File: src/hw/rtl/lrs_pkg.sv
// ----------------------------------------------------------------------------
// LED linear resampler package
// Sizes, opcodes, the per-LED position tables and the reciprocal constants
// shared by the resampler modules.
// ----------------------------------------------------------------------------
`default_nettype none

package lrs_pkg;

  localparam int LOGICAL_PIXELS = 32;
  localparam int PHYSICAL_LEDS  = 16;

  localparam int CHAN_W   = 8;
  localparam int CHANNELS = 4;
  localparam int COLOR_W  = CHAN_W * CHANNELS;
  localparam logic [CHAN_W-1:0] CHAN_MAX = 8'hff;

  localparam int OPCODE_W    = 2;
  localparam int IN_INDEX_W  = 5;
  localparam int OUT_INDEX_W = 6;

  localparam int PIX_SPAN = LOGICAL_PIXELS - 1;
  localparam int LED_SPAN = PHYSICAL_LEDS - 1;

  localparam int PIX_W = $clog2(LOGICAL_PIXELS);
  localparam int LED_W = $clog2(PHYSICAL_LEDS);
  localparam int WGT_W = $clog2(PHYSICAL_LEDS);

  // Width of one weighted channel sum, and the reciprocal used to floor it
  // by the LED span without a divider.
  localparam int SUM_W = CHAN_W + WGT_W + 1;
  localparam int RCP_K = 24;
  localparam int RCP_W = RCP_K + 1;
  localparam int RCP_M = ((2 ** RCP_K) + LED_SPAN - 1) / LED_SPAN;
  localparam int QUO_W = SUM_W + 1;

  typedef enum logic [OPCODE_W-1:0] {
    OP_SET    = 2'd0,
    OP_FILL   = 2'd1,
    OP_RENDER = 2'd2
  } op_t;

  typedef logic [PIX_W-1:0] pix_tab_t [PHYSICAL_LEDS];
  typedef logic [WGT_W-1:0] wgt_tab_t [PHYSICAL_LEDS];

  typedef struct packed {
    logic              vld;
    logic [CHAN_W-1:0] ca;
    logic [CHAN_W-1:0] cb;
    logic [WGT_W-1:0]  wa;
    logic [WGT_W-1:0]  wb;
  } blend_req_t;

  typedef struct packed {
    logic              vld;
    logic [CHAN_W-1:0] chan;
  } blend_rsp_t;

  function automatic pix_tab_t calc_p0_tab();
    pix_tab_t t;
    for (int n = 0; n < PHYSICAL_LEDS; n++) begin
      t[n] = PIX_W'((n * PIX_SPAN) / LED_SPAN);
    end
    return t;
  endfunction

  // The second neighbor is clamped to the last pixel; the final LED then has
  // a zero weight on it and copies the last pixel exactly.
  function automatic pix_tab_t calc_p1_tab();
    pix_tab_t t;
    int       p;
    for (int n = 0; n < PHYSICAL_LEDS; n++) begin
      p = (n * PIX_SPAN) / LED_SPAN + 1;
      if (p > LOGICAL_PIXELS - 1) begin
        p = LOGICAL_PIXELS - 1;
      end
      t[n] = PIX_W'(p);
    end
    return t;
  endfunction

  function automatic wgt_tab_t calc_wb_tab();
    wgt_tab_t t;
    for (int n = 0; n < PHYSICAL_LEDS; n++) begin
      t[n] = WGT_W'((n * PIX_SPAN) % LED_SPAN);
    end
    return t;
  endfunction

  function automatic wgt_tab_t calc_wa_tab();
    wgt_tab_t t;
    for (int n = 0; n < PHYSICAL_LEDS; n++) begin
      t[n] = WGT_W'(LED_SPAN - ((n * PIX_SPAN) % LED_SPAN));
    end
    return t;
  endfunction

  localparam pix_tab_t P0_TAB = calc_p0_tab();
  localparam pix_tab_t P1_TAB = calc_p1_tab();
  localparam wgt_tab_t WA_TAB = calc_wa_tab();
  localparam wgt_tab_t WB_TAB = calc_wb_tab();

endpackage

`default_nettype wire

File: src/hw/rtl/lrs_ram.sv
// ----------------------------------------------------------------------------
// Generic single-port-write RAM
// One write port and one read port with a registered read.
// ----------------------------------------------------------------------------
`default_nettype none

module lrs_ram #(
  parameter int WIDTH = 32,
  parameter int DEPTH = 32
) (
  input  wire logic                     clk,
  input  wire logic                     we,
  input  wire logic [$clog2(DEPTH)-1:0] waddr,
  input  wire logic [WIDTH-1:0]         wdata,
  input  wire logic [$clog2(DEPTH)-1:0] raddr,
  output logic      [WIDTH-1:0]         rdata
);

  logic [WIDTH-1:0] mem_r [DEPTH];

  always_ff @(posedge clk) begin
    if (we) begin
      mem_r[waddr] <= wdata;
    end
    rdata <= mem_r[raddr];
  end

endmodule

`default_nettype wire

File: src/hw/rtl/lrs_blend_unit.sv
// ----------------------------------------------------------------------------
// LED resampler channel blend unit
// Two-stage shared unit: weighted sum of two channels, then a floor by the
// LED span through a reciprocal multiply, limited to the channel maximum.
// ----------------------------------------------------------------------------
`default_nettype none

module lrs_blend_unit (
  input  wire logic               clk,
  input  wire logic               rst_n,
  input  wire lrs_pkg::blend_req_t req,
  output lrs_pkg::blend_rsp_t      rsp
);

  import lrs_pkg::*;

  logic             sum_vld_r;
  logic [SUM_W-1:0] sum_r;
  logic [SUM_W-1:0] sum_nxt;
  logic             rsp_vld_r;
  logic [CHAN_W-1:0] chan_r;
  logic [CHAN_W-1:0] chan_nxt;
  logic [SUM_W+RCP_W-1:0] prod;
  logic [QUO_W-1:0]       quo;

  assign sum_nxt = SUM_W'(req.ca) * SUM_W'(req.wa) + SUM_W'(req.cb) * SUM_W'(req.wb);

  assign prod = (SUM_W+RCP_W)'(sum_r) * (SUM_W+RCP_W)'(RCP_M);
  assign quo  = prod[RCP_K +: QUO_W];

  always_comb begin
    if (quo > QUO_W'(CHAN_MAX)) begin
      chan_nxt = CHAN_MAX;
    end else begin
      chan_nxt = quo[CHAN_W-1:0];
    end
  end

  always_ff @(posedge clk) begin
    if (!rst_n) begin
      sum_vld_r <= 1'b0;
      rsp_vld_r <= 1'b0;
    end else begin
      sum_vld_r <= req.vld;
      rsp_vld_r <= sum_vld_r;
    end
    sum_r  <= sum_nxt;
    chan_r <= chan_nxt;
  end

  assign rsp.vld  = rsp_vld_r;
  assign rsp.chan = chan_r;

endmodule

`default_nettype wire

File: src/hw/rtl/led_linear_resampler_core.sv
// ----------------------------------------------------------------------------
// LED linear resampler core
// Holds the logical pixel colors and renders them onto the physical LEDs by
// linear interpolation, one LED result beat at a time.
//
//   Port group   Direction  Contents
//   in_*         input      opcode, pixel_index, color
//   out_*        output     led_index, led_color, last_of_frame
//
// A set or a fill beat completes in the cycle it is accepted.
// A render works through the LEDs one at a time: two pixel reads through the single RAM
// read port, four channel passes through the shared blend unit and its two
// pipeline stages, then one output state that holds its LED result while
// out_valid is high and out_ready is low.
// The input side is not ready during a render. Reset leaves all pixels zero.
// ----------------------------------------------------------------------------
`default_nettype none

module led_linear_resampler_core (
  input  wire logic                           clk,
  input  wire logic                           rst_n,
  input  wire logic                           in_valid,
  output logic                                in_ready,
  input  wire logic [lrs_pkg::OPCODE_W-1:0]   in_opcode,
  input  wire logic [lrs_pkg::IN_INDEX_W-1:0] in_pixel_index,
  input  wire logic [lrs_pkg::COLOR_W-1:0]    in_color,
  output logic                                out_valid,
  input  wire logic                           out_ready,
  output logic [lrs_pkg::OUT_INDEX_W-1:0]     out_led_index,
  output logic [lrs_pkg::COLOR_W-1:0]         out_led_color,
  output logic                                out_last_of_frame
);

  import lrs_pkg::*;

  typedef enum logic [2:0] {
    ST_IDLE,
    ST_RD_A,
    ST_RD_B,
    ST_CAP_B,
    ST_CALC,
    ST_OUT
  } state_t;

  state_t state_r;
  logic [LED_W-1:0]   led_r;
  logic [2:0]         cnt_r;
  logic [COLOR_W-1:0] pix_a_r;
  logic [COLOR_W-1:0] pix_b_r;
  logic [COLOR_W-1:0] color_r;

  logic [LOGICAL_PIXELS-1:0] valid_r;
  logic [COLOR_W-1:0]        base_r;
  logic                      vld_rd_r;

  logic                    in_fire;
  logic [PIX_W+IN_INDEX_W-1:0] idx_wide;
  logic                    idx_ok;
  logic                    ram_we;
  logic [PIX_W-1:0]        ram_waddr;
  logic [PIX_W-1:0]        ram_raddr;
  logic [COLOR_W-1:0]      ram_rdata;
  logic [COLOR_W-1:0]      pix_rd;
  logic                    is_last;
  logic [1:0]              ch;

  blend_req_t req;
  blend_rsp_t rsp;

  assign in_ready = (state_r == ST_IDLE);
  assign in_fire  = in_valid && in_ready;

  assign idx_wide  = {{PIX_W{1'b0}}, in_pixel_index};
  assign idx_ok    = idx_wide < (PIX_W+IN_INDEX_W)'(LOGICAL_PIXELS);
  assign ram_waddr = idx_wide[PIX_W-1:0];
  assign ram_we    = in_fire && (in_opcode == OP_SET) && idx_ok;

  assign ram_raddr = (state_r == ST_RD_A) ? P0_TAB[led_r] : P1_TAB[led_r];
  assign pix_rd    = vld_rd_r ? ram_rdata : base_r;

  lrs_ram #(
    .WIDTH (COLOR_W),
    .DEPTH (LOGICAL_PIXELS)
  ) u_store (
    .clk   (clk),
    .we    (ram_we),
    .waddr (ram_waddr),
    .wdata (in_color),
    .raddr (ram_raddr),
    .rdata (ram_rdata)
  );

  // A fill moves the color into the base register and drops every written
  // entry, so unwritten entries read as the base color.
  always_ff @(posedge clk) begin
    if (!rst_n) begin
      valid_r <= '0;
      base_r  <= '0;
    end else if (in_fire && (in_opcode == OP_FILL)) begin
      valid_r <= '0;
      base_r  <= in_color;
    end else if (ram_we) begin
      valid_r[ram_waddr] <= 1'b1;
    end
    vld_rd_r <= valid_r[ram_raddr];
  end

  assign ch        = cnt_r[1:0];
  assign req.vld   = (state_r == ST_CALC) && !cnt_r[2];
  assign req.ca    = pix_a_r[{ch, 3'b000} +: CHAN_W];
  assign req.cb    = pix_b_r[{ch, 3'b000} +: CHAN_W];
  assign req.wa    = WA_TAB[led_r];
  assign req.wb    = WB_TAB[led_r];

  lrs_blend_unit u_blend (
    .clk   (clk),
    .rst_n (rst_n),
    .req   (req),
    .rsp   (rsp)
  );

  assign is_last = (led_r == LED_W'(PHYSICAL_LEDS - 1));

  always_ff @(posedge clk) begin
    if (!rst_n) begin
      state_r <= ST_IDLE;
      led_r   <= '0;
      cnt_r   <= '0;
    end else begin
      case (state_r)
        ST_IDLE: begin
          led_r <= '0;
          if (in_fire && (in_opcode == OP_RENDER)) begin
            state_r <= ST_RD_A;
          end
        end
        ST_RD_A: begin
          state_r <= ST_RD_B;
        end
        ST_RD_B: begin
          state_r <= ST_CAP_B;
        end
        ST_CAP_B: begin
          cnt_r   <= '0;
          state_r <= ST_CALC;
        end
        ST_CALC: begin
          cnt_r <= cnt_r + 3'd1;
          if (cnt_r == 3'd5) begin
            state_r <= ST_OUT;
          end
        end
        ST_OUT: begin
          if (out_ready) begin
            if (is_last) begin
              state_r <= ST_IDLE;
            end else begin
              led_r   <= led_r + LED_W'(1);
              state_r <= ST_RD_A;
            end
          end
        end
        default: begin
          state_r <= ST_IDLE;
        end
      endcase
    end
    if (state_r == ST_RD_B) begin
      pix_a_r <= pix_rd;
    end
    if (state_r == ST_CAP_B) begin
      pix_b_r <= pix_rd;
    end
    if (rsp.vld) begin
      color_r <= {rsp.chan, color_r[COLOR_W-1:CHAN_W]};
    end
  end

  assign out_valid         = (state_r == ST_OUT);
  assign out_led_index     = OUT_INDEX_W'(led_r);
  assign out_led_color     = color_r;
  assign out_last_of_frame = is_last;

endmodule

`default_nettype wire
File: config.mk
export PLATFORM = sky130hd
export DESIGN_NAME = led_linear_resampler_core
export DESIGN_NICKNAME = d
export VERILOG_FILES = /design/src/hw/rtl/lrs_pkg.sv /design/src/hw/rtl/lrs_ram.sv /design/src/hw/rtl/lrs_blend_unit.sv /design/src/hw/rtl/led_linear_resampler_core.sv
export SDC_FILE = /design/constraint.sdc
export NUM_CORES = 1
export LEC_CHECK = 0
export BUFFER_PORTS_ARGS = -buffer_cell sky130_fd_sc_hd__buf_2
export CAP_MARGIN = 30
export CORE_ASPECT_RATIO = 0.8
export CORE_MARGIN = 1.5
export CORE_UTILIZATION = 30
export DETAILED_ROUTE_END_ITERATION = 8
export PLACE_DENSITY_LB_ADDON = 0.25
export SETUP_SLACK_MARGIN = 0.2
export SLEW_MARGIN = 20
export SYNTH_ARGS = -nofsm -noshare
export SYNTH_HDL_FRONTEND = slang
export SYNTH_SLANG_ARGS = --single-unit
export TNS_END_PERCENT = 1
File: constraint.sdc
create_clock -name clk -period 5.5 [get_ports clk]
set_input_delay 0.275 -clock clk [delete_from_list [all_inputs] [get_ports clk]]
set_output_delay 0.275 -clock clk [all_outputs]
set_load 0.02 [all_outputs]
* Word-level counts from Yosys, hierarchy flattened
Memory sizes are Yosys's and may differ from the RTL's. A register that Yosys moved wholly into a read port is not among the register bits. Index checks and enable logic that the tools add are counted.
Storage, ports and cells: register bits 194, output and inout bits 41, RAM bits 1024, memories kept 5, ROM bits 288, input bits 43
Memories:
- u_store.mem_r | words 32, bits a word 32, read ports 1, clocked after Yosys merged registers in 1, write ports 1, line lrs_ram.sv:19 | logic [WIDTH-1:0] mem_r [DEPTH];
- (no name shown) | words 16, bits a word 5, read ports 1, clocked after Yosys merged registers in 0, write ports 0, line led_linear_resampler_core.sv:78 | assign ram_raddr = (state_r == ST_RD_A) ? P0_TAB[led_r] : P1_TAB[led_r];
- (no name shown) | words 16, bits a word 5, read ports 1, clocked after Yosys merged registers in 0, write ports 0, line led_linear_resampler_core.sv:78
- (no name shown) | words 16, bits a word 4, read ports 1, clocked after Yosys merged registers in 0, write ports 0, line led_linear_resampler_core.sv:113 | assign req.wb = WB_TAB[led_r];
- (no name shown) | words 16, bits a word 4, read ports 1, clocked after Yosys merged registers in 0, write ports 0, line led_linear_resampler_core.sv:112 | assign req.wa = WA_TAB[led_r];
Operators by class: bitwise logic cells 3, multiply operators 3, shift operators 2, magnitude comparators 6, $add $sub $neg 3, multiplexer cells 25, eq/ne operators 13, reductions and logical operators 15
Operator list (count):
- 32-bit by 6-bit indexed part select with 8-bit output | 2
- 13-bit by 20-bit multiplier with 33-bit output, second input constant | 1
- 32-bit two-way mux | 1
- 32-bit OR | 1
- 5-bit two-way mux | 5
- 8-bit by 4-bit multiplier with 12-bit output | 2
- 4-bit two-way mux | 6
- 5-bit by 6-bit < comparator with 1-bit output, second input constant | 3
- 3-bit one-hot mux with 6 select lines | 1
- 12-bit by 12-bit adder with 13-bit output | 1
- 10-bit by 8-bit greater-than comparator with 1-bit output, second input constant | 1
- 3-bit equality test, second input constant | 3
- 3-bit two-way mux | 3
- 4-bit one-hot mux with 2 select lines | 1
- 1-bit logical AND | 7
- 3-bit by 2-bit equality test with 1-bit output, second input constant | 2
- 2-bit by 1-bit inequality test with 1-bit output, second input constant | 3
- 3-bit one-hot mux with 2 select lines | 1
- 3-bit AND reduction | 2
- 1-bit binary-select mux with 5-bit select | 1
- 1-bit demux with 5-bit select | 1
- 5-bit by 1-bit greater-or-equal comparator with 1-bit output, second input constant | 1
- 5-bit greater-or-equal comparator, second input constant | 1
- 1-bit two-way mux | 5
- other kinds (14) | 15

* Depth between registers and ports, before layout
word-level depth 7, gate-level depth with buffers 23, gate-level depth less buffers 20

* Modules after synthesis
A second synthesis with hierarchy kept.
Second synthesis, totals: cell total of the unflattened synthesis 3237, area, all modules 51724.6 sq um
By module, submodules not included:
- lrs_ram | cells an instance 2260, instances 1, area an instance 40485.1 sq um
- led_linear_resampler_core | cells an instance 546, instances 1, area an instance 7073.0 sq um
- lrs_blend_unit | cells an instance 431, instances 1, area an instance 4166.5 sq um

* Worst setup path after synthesis
OpenSTA, ideal clock, no wires.
kind reg-to-reg, start register led_r[0], end register u_blend.sum_r[11], stages on the path, launching flop included 23, arrival time 5774 ps, required time 5438 ps, path slack -335 ps, buffers on the path 4, path through dfxtp_1 buf_4 buf_2 buf_2 buf_1 inv_1 ha_1 a31oi_1 nand2b_1 fa_1 fa_1 inv_1 fa_1 inv_1 fa_1 inv_1 ha_1 a21o_1 a21oi_1 o21ai_0 a2111o_1 a211o_1 nand3_1
On the way: longest elaborated chain between the ends 6, elaborated cells on any way between the ends 10, classes of those cells 1 x add/sub; 2 x mul; 4 x mux; 1 x bitwise; 2 x memory
RTL lines:
- start, declared | line led_linear_resampler_core.sv:46 | logic [LED_W-1:0] led_r;
- start signal, assigned | line led_linear_resampler_core.sv:158 | led_r <= led_r + LED_W'(1);
- 4-bit inverter with 5-bit output (implied by the code) * | line led_linear_resampler_core.sv:112, led_linear_resampler_core.sv:113
- memory read 16 x 4 bit (on tied branches)
- 4-bit two-way mux (on tied branches) (2 in series) | line led_linear_resampler_core.sv:112, led_linear_resampler_core.sv:113
- 8-bit by 4-bit multiplier with 12-bit output | line lrs_blend_unit.sv:26 | assign sum_nxt = SUM_W'(req.ca) * SUM_W'(req.wa) + SUM_W'(req.cb) * SUM_W'(req.wb);
- 12-bit by 12-bit adder with 13-bit output * | line lrs_blend_unit.sv:26
- net u_blend.sum_nxt[11] | line lrs_blend_unit.sv:19 | logic [SUM_W-1:0] sum_nxt;
- end signal, assigned | line lrs_blend_unit.sv:47 | sum_r <= sum_nxt;
- end, declared | line lrs_blend_unit.sv:18 | logic [SUM_W-1:0] sum_r;
The timed path passes the listed nets; every way through them passes the cells marked *. The select of a mux whose other input is x is not followed. A chain may end at the register's enable or synchronous reset.

* Worst setup path after layout
start register cnt_r[0], end register u_blend.sum_r[11]
On the way: longest elaborated chain between the ends 3, elaborated cells on any way between the ends 5, classes of those cells 1 x add/sub; 2 x mul; 2 x shift
RTL lines:
- start, declared | line led_linear_resampler_core.sv:47 | logic [2:0] cnt_r;
- start signal, assigned | line led_linear_resampler_core.sv:148 | cnt_r <= cnt_r + 3'd1;
- 32-bit by 6-bit indexed part select with 8-bit output (on tied branches) | line led_linear_resampler_core.sv:110, led_linear_resampler_core.sv:111
- 8-bit by 4-bit multiplier with 12-bit output | line lrs_blend_unit.sv:26
- 12-bit by 12-bit adder with 13-bit output * | line lrs_blend_unit.sv:26
- net u_blend.sum_nxt[11] | line lrs_blend_unit.sv:19
The timed path passes the listed nets; every way through them passes the cells marked *.

==> results.toml <==
[synth]
ys_warn_count = 0
syn-cell-area_mm2 = 0.0508
ys_async_sr_fraction_pct = 0
synthFlopType = "edfxtp_1"
ys_ff_latch = 1250
synth_edf_count = 1120
syn_area_per_cell_um2 = 20.2
yosysSeqAreaShare_pct = 71.4
ys_types = 61
yosys.area.top_type = "edfxtp_1"
synthTopCellsByArea = "edfxtp_1 (66%), mux4_2 (13%), dfxtp_1 (5.1%), ha_1 (2.4%), fa_1 (2.2%)"
syn_inst = 2518
synth_top_area_share_pct = 66.2

[worst_hold_path]
hold_end = "u_store.mem_r[1][29]"
hold_start = "in_color[29]"
holdPathStages = 1
hold_class = "primary input to flop"

[global_route]
grt_pass1_wl_um = 192000
antenna_found_initial = 1
gr-total-overflow = 0
grt_max_degree = 140
groute.usage.overall_pct = 15.5
grt_pass1_vias = 26500

[placement]
gp_congestion = 0.774
portBuffers = 81
post-place-cells = 4817
pre_cts_slack_ns = 0.362
dpl.hpwl_um = 76600

[floorplan]
die_area_mm2 = 0.172
rows = 134
num_io_pins = 84
coreArea_mm2 = 0.167
start_util_pct = 30.3
die_h_um = 371
die_w_um = 463

[routing]
finalWirelength_um = 133000
final_antenna_net_count = 0
first_iter_violations = 2172
drc = 0
wl_per_cell_um = 26.1
dr.pass1.iters = 5
vias = 24900
via_per_inst = 4.90

[cts]
cts.sinks = 1250
htreeDepth = 4
numCtsBuffers = 132
cts_setup_buffers = 0
clk_latency_ns = 0.76
clk_pin_slew_ns = 0.06
cts.path.max_buffers = 3
cts_root_buf = "clkbuf_16"
cts_tree = "done"

[setup_path]
crit_fanout = 21
critPathLaunchType = "flop"
path_cells = "buf_12 -> mux4_2 -> nand2b_1 -> fa_1 -> fa_1 -> inv_1 -> fa_1 -> inv_1 -> fa_1 -> inv_1 -> ha_1 -> a21o_1 -> a21oi_1 -> o21ai_0 -> a2111o_1 -> a211o_1 -> nand3_1"
cpPeakStageDelay_ns = 0.60
crit_arrival_ns = 5.82
slowest_stage = "mux4_2"
crit_top_cell = "fa_1"
end_kind = "flop"
worst_ep_required_time_ns = 6.18
r2r-end = "u_blend.sum_r[11]"
ff2ff_path_depth = 17
reg2reg_slack_ns = 0.35
r2r-start = "cnt_r[0]"
worstSetupPathType = "flop to flop"

[cells_and_area]
insertedDiodeCount = 0
final_cells = 5080
syn_to_final_growth_pct = 16.4
final_cell_mix = "edfxtp_1 (1120), mux4_2 (292), clkbuf_16 (137), dfxtp_1 (126), nand2_1 (102)"
final_common_cell = "edfxtp_1"
nets = 2926
drive_above_1_share_pct = 26.4
nFillCells = 15500

[timing]
hold_ws_ns = 0.0663
layout_setup_ws_ns = 0.355
tns_ns = 0
fmax_mhz = 194
period_needed_ns = 5.15
fin_skew_ns = 0.0208
finalSetupViolCount = 0
fin_crit_sh_pct = 93.5
rsz0062_at_grt = "true"
slew_headroom_pct = 30.1
tightestPinTransition_ns = 1.05
slew_violations = 0
hold_viol = 0

[outcome]
status = "finished, final reports clean"

[pwr]
cellLeakagePower_nw = 18.9
ir_drop_uv = 336
switchingPower_mw = 8.03
sw_frac_of_total_pct = 28.9
seq_power_share_pct = 39.2
clkPwrFrac_pct = 32.8
power_density_mw_per_mm2 = 471
intPower_mw = 19.8
p_comb_share_pct = 28.1

[job]
max_cap_violations = 0
through the flow:
step	util, %	area, um2	power (mW)
after global routing	35.3	59100	29.5
after CTS	35.3	59100	28.2
after detailed placement	32.5	54400	19.0
after global placement	32.5	54400	18.8
after floorplan	-	50800	17.1
final	35.3	59100	27.8
power by group through the flow:
stage	registers (mW)	logic, mW	clock network, mW
final	10.9	7.81	9.12
after global routing	10.9	8.84	9.71
after CTS	10.9	7.94	9.36
after detailed placement	11.1	7.88	0
after global placement	11.1	7.72	0
after floorplan	11.0	6.08	0
what timing repair did:
item	CTS	global route
endpoints found under the setup margin	0	4
hold buffers	21	0
hold endpoints to repair	488	0
gates resized for setup	0	4
kinds of logic (layout without fill, tap and decap cells):
kind of cell | count (synthesis) | in the layout | share of synthesized area (%)
buf+inv | 212 | 529 | 2.20
other cells | 1 | 2 | 0.00738
mux | 414 | 414 | 16.1
simple gates | 275 | 275 | 2.61
fa+ha+maj | 155 | 155 | 4.65
compound gates | 202 | 202 | 2.91
xor+xnor | 9 | 9 | 0.155
flops | 1250 | 1250 | 71.4
worst max-delay path: cells and delay by family, from the launching register on:
kind / cells / cell delay (ns)
adders and majority gates: 5 / 2.27
AOI/OAI and AO/OA: 5 / 1.25
muxes: 1 / 0.60
buffers and inverters: 4 / 0.36
DFF: 1 / 0.35
and+or+nand+nor: 2 / 0.22
state kept, by name, summed over array words and instances, names as in the netlist, 8 cells and up:
signal and count:
out_led_color 32, valid_r 32, u_blend.sum_r 13, u_blend.chan_r 8, base_r 32, pix_b_r 32, pix_a_r 32, u_store.rdata 32
u_store.mem_r 1024
area by class of cell:
| type | count | area [um2] | share of cell area, % |
|---|---|---|---|
| well taps | 2244 | 2810 | 4.75 |
| repair buffers | 194 | 1550 | 2.62 |
| clock buffers | 183 | 3750 | 6.35 |
| flip-flops and latches | 1250 | 36200 | 61.3 |
| inverters | 93 | 350 | 0.593 |
| multi-input cells | 1057 | 13700 | 23.2 |
| clock inverters | 59 | 693 | 1.17 |
worst max path at each step:
stage / startpoint / to / slack [ns] / cells past startpoint
after CTS: led_r[1] / u_blend.sum_r[12] / 0.30 / 21
final: cnt_r[0] / u_blend.sum_r[11] / 0.35 / 17
after floorplan: led_r[0] / u_blend.sum_r[11] / 0.24 / 22
after global placement: led_r[0] / u_blend.sum_r[12] / 0.35 / 19
after global routing: cnt_r[0] / u_blend.sum_r[11] / 0.14 / 17
after detailed placement: cnt_r[0] / u_blend.sum_r[11] / 0.36 / 17
synth_stat cells (10+ instances only):
master	number
edfxtp_1	1120
mux4_2	292
dfxtp_1	130
nand2_1	102
ha_1	99
inv_1	91
mux2i_1	69
o21a_1	66
clkbuf_1	58
fa_1	56
nor2_1	54
a21boi_0	33
a22oi_1	33
nor2b_1	33
and2_1	32
mux2_2	32
a21oi_1	22
mux4_1	21
buf_4	16
buf_6	15
o21ai_0	13
buf_1	12
nor3_1	12
nand2b_1	10
routing by layer:
metal	vias up	wire (um)	track usage, %	part of all wire, %
met5	-	11	0	0.0083
met1	13600	61100	21.6	46
met3	162	5690	2.30	4.3
met2	588	63100	25.3	48
li1	10600	-	-	-
met4	2	2750	4.38	2.1
Note: power is estimated with default switching activity, not from simulation.
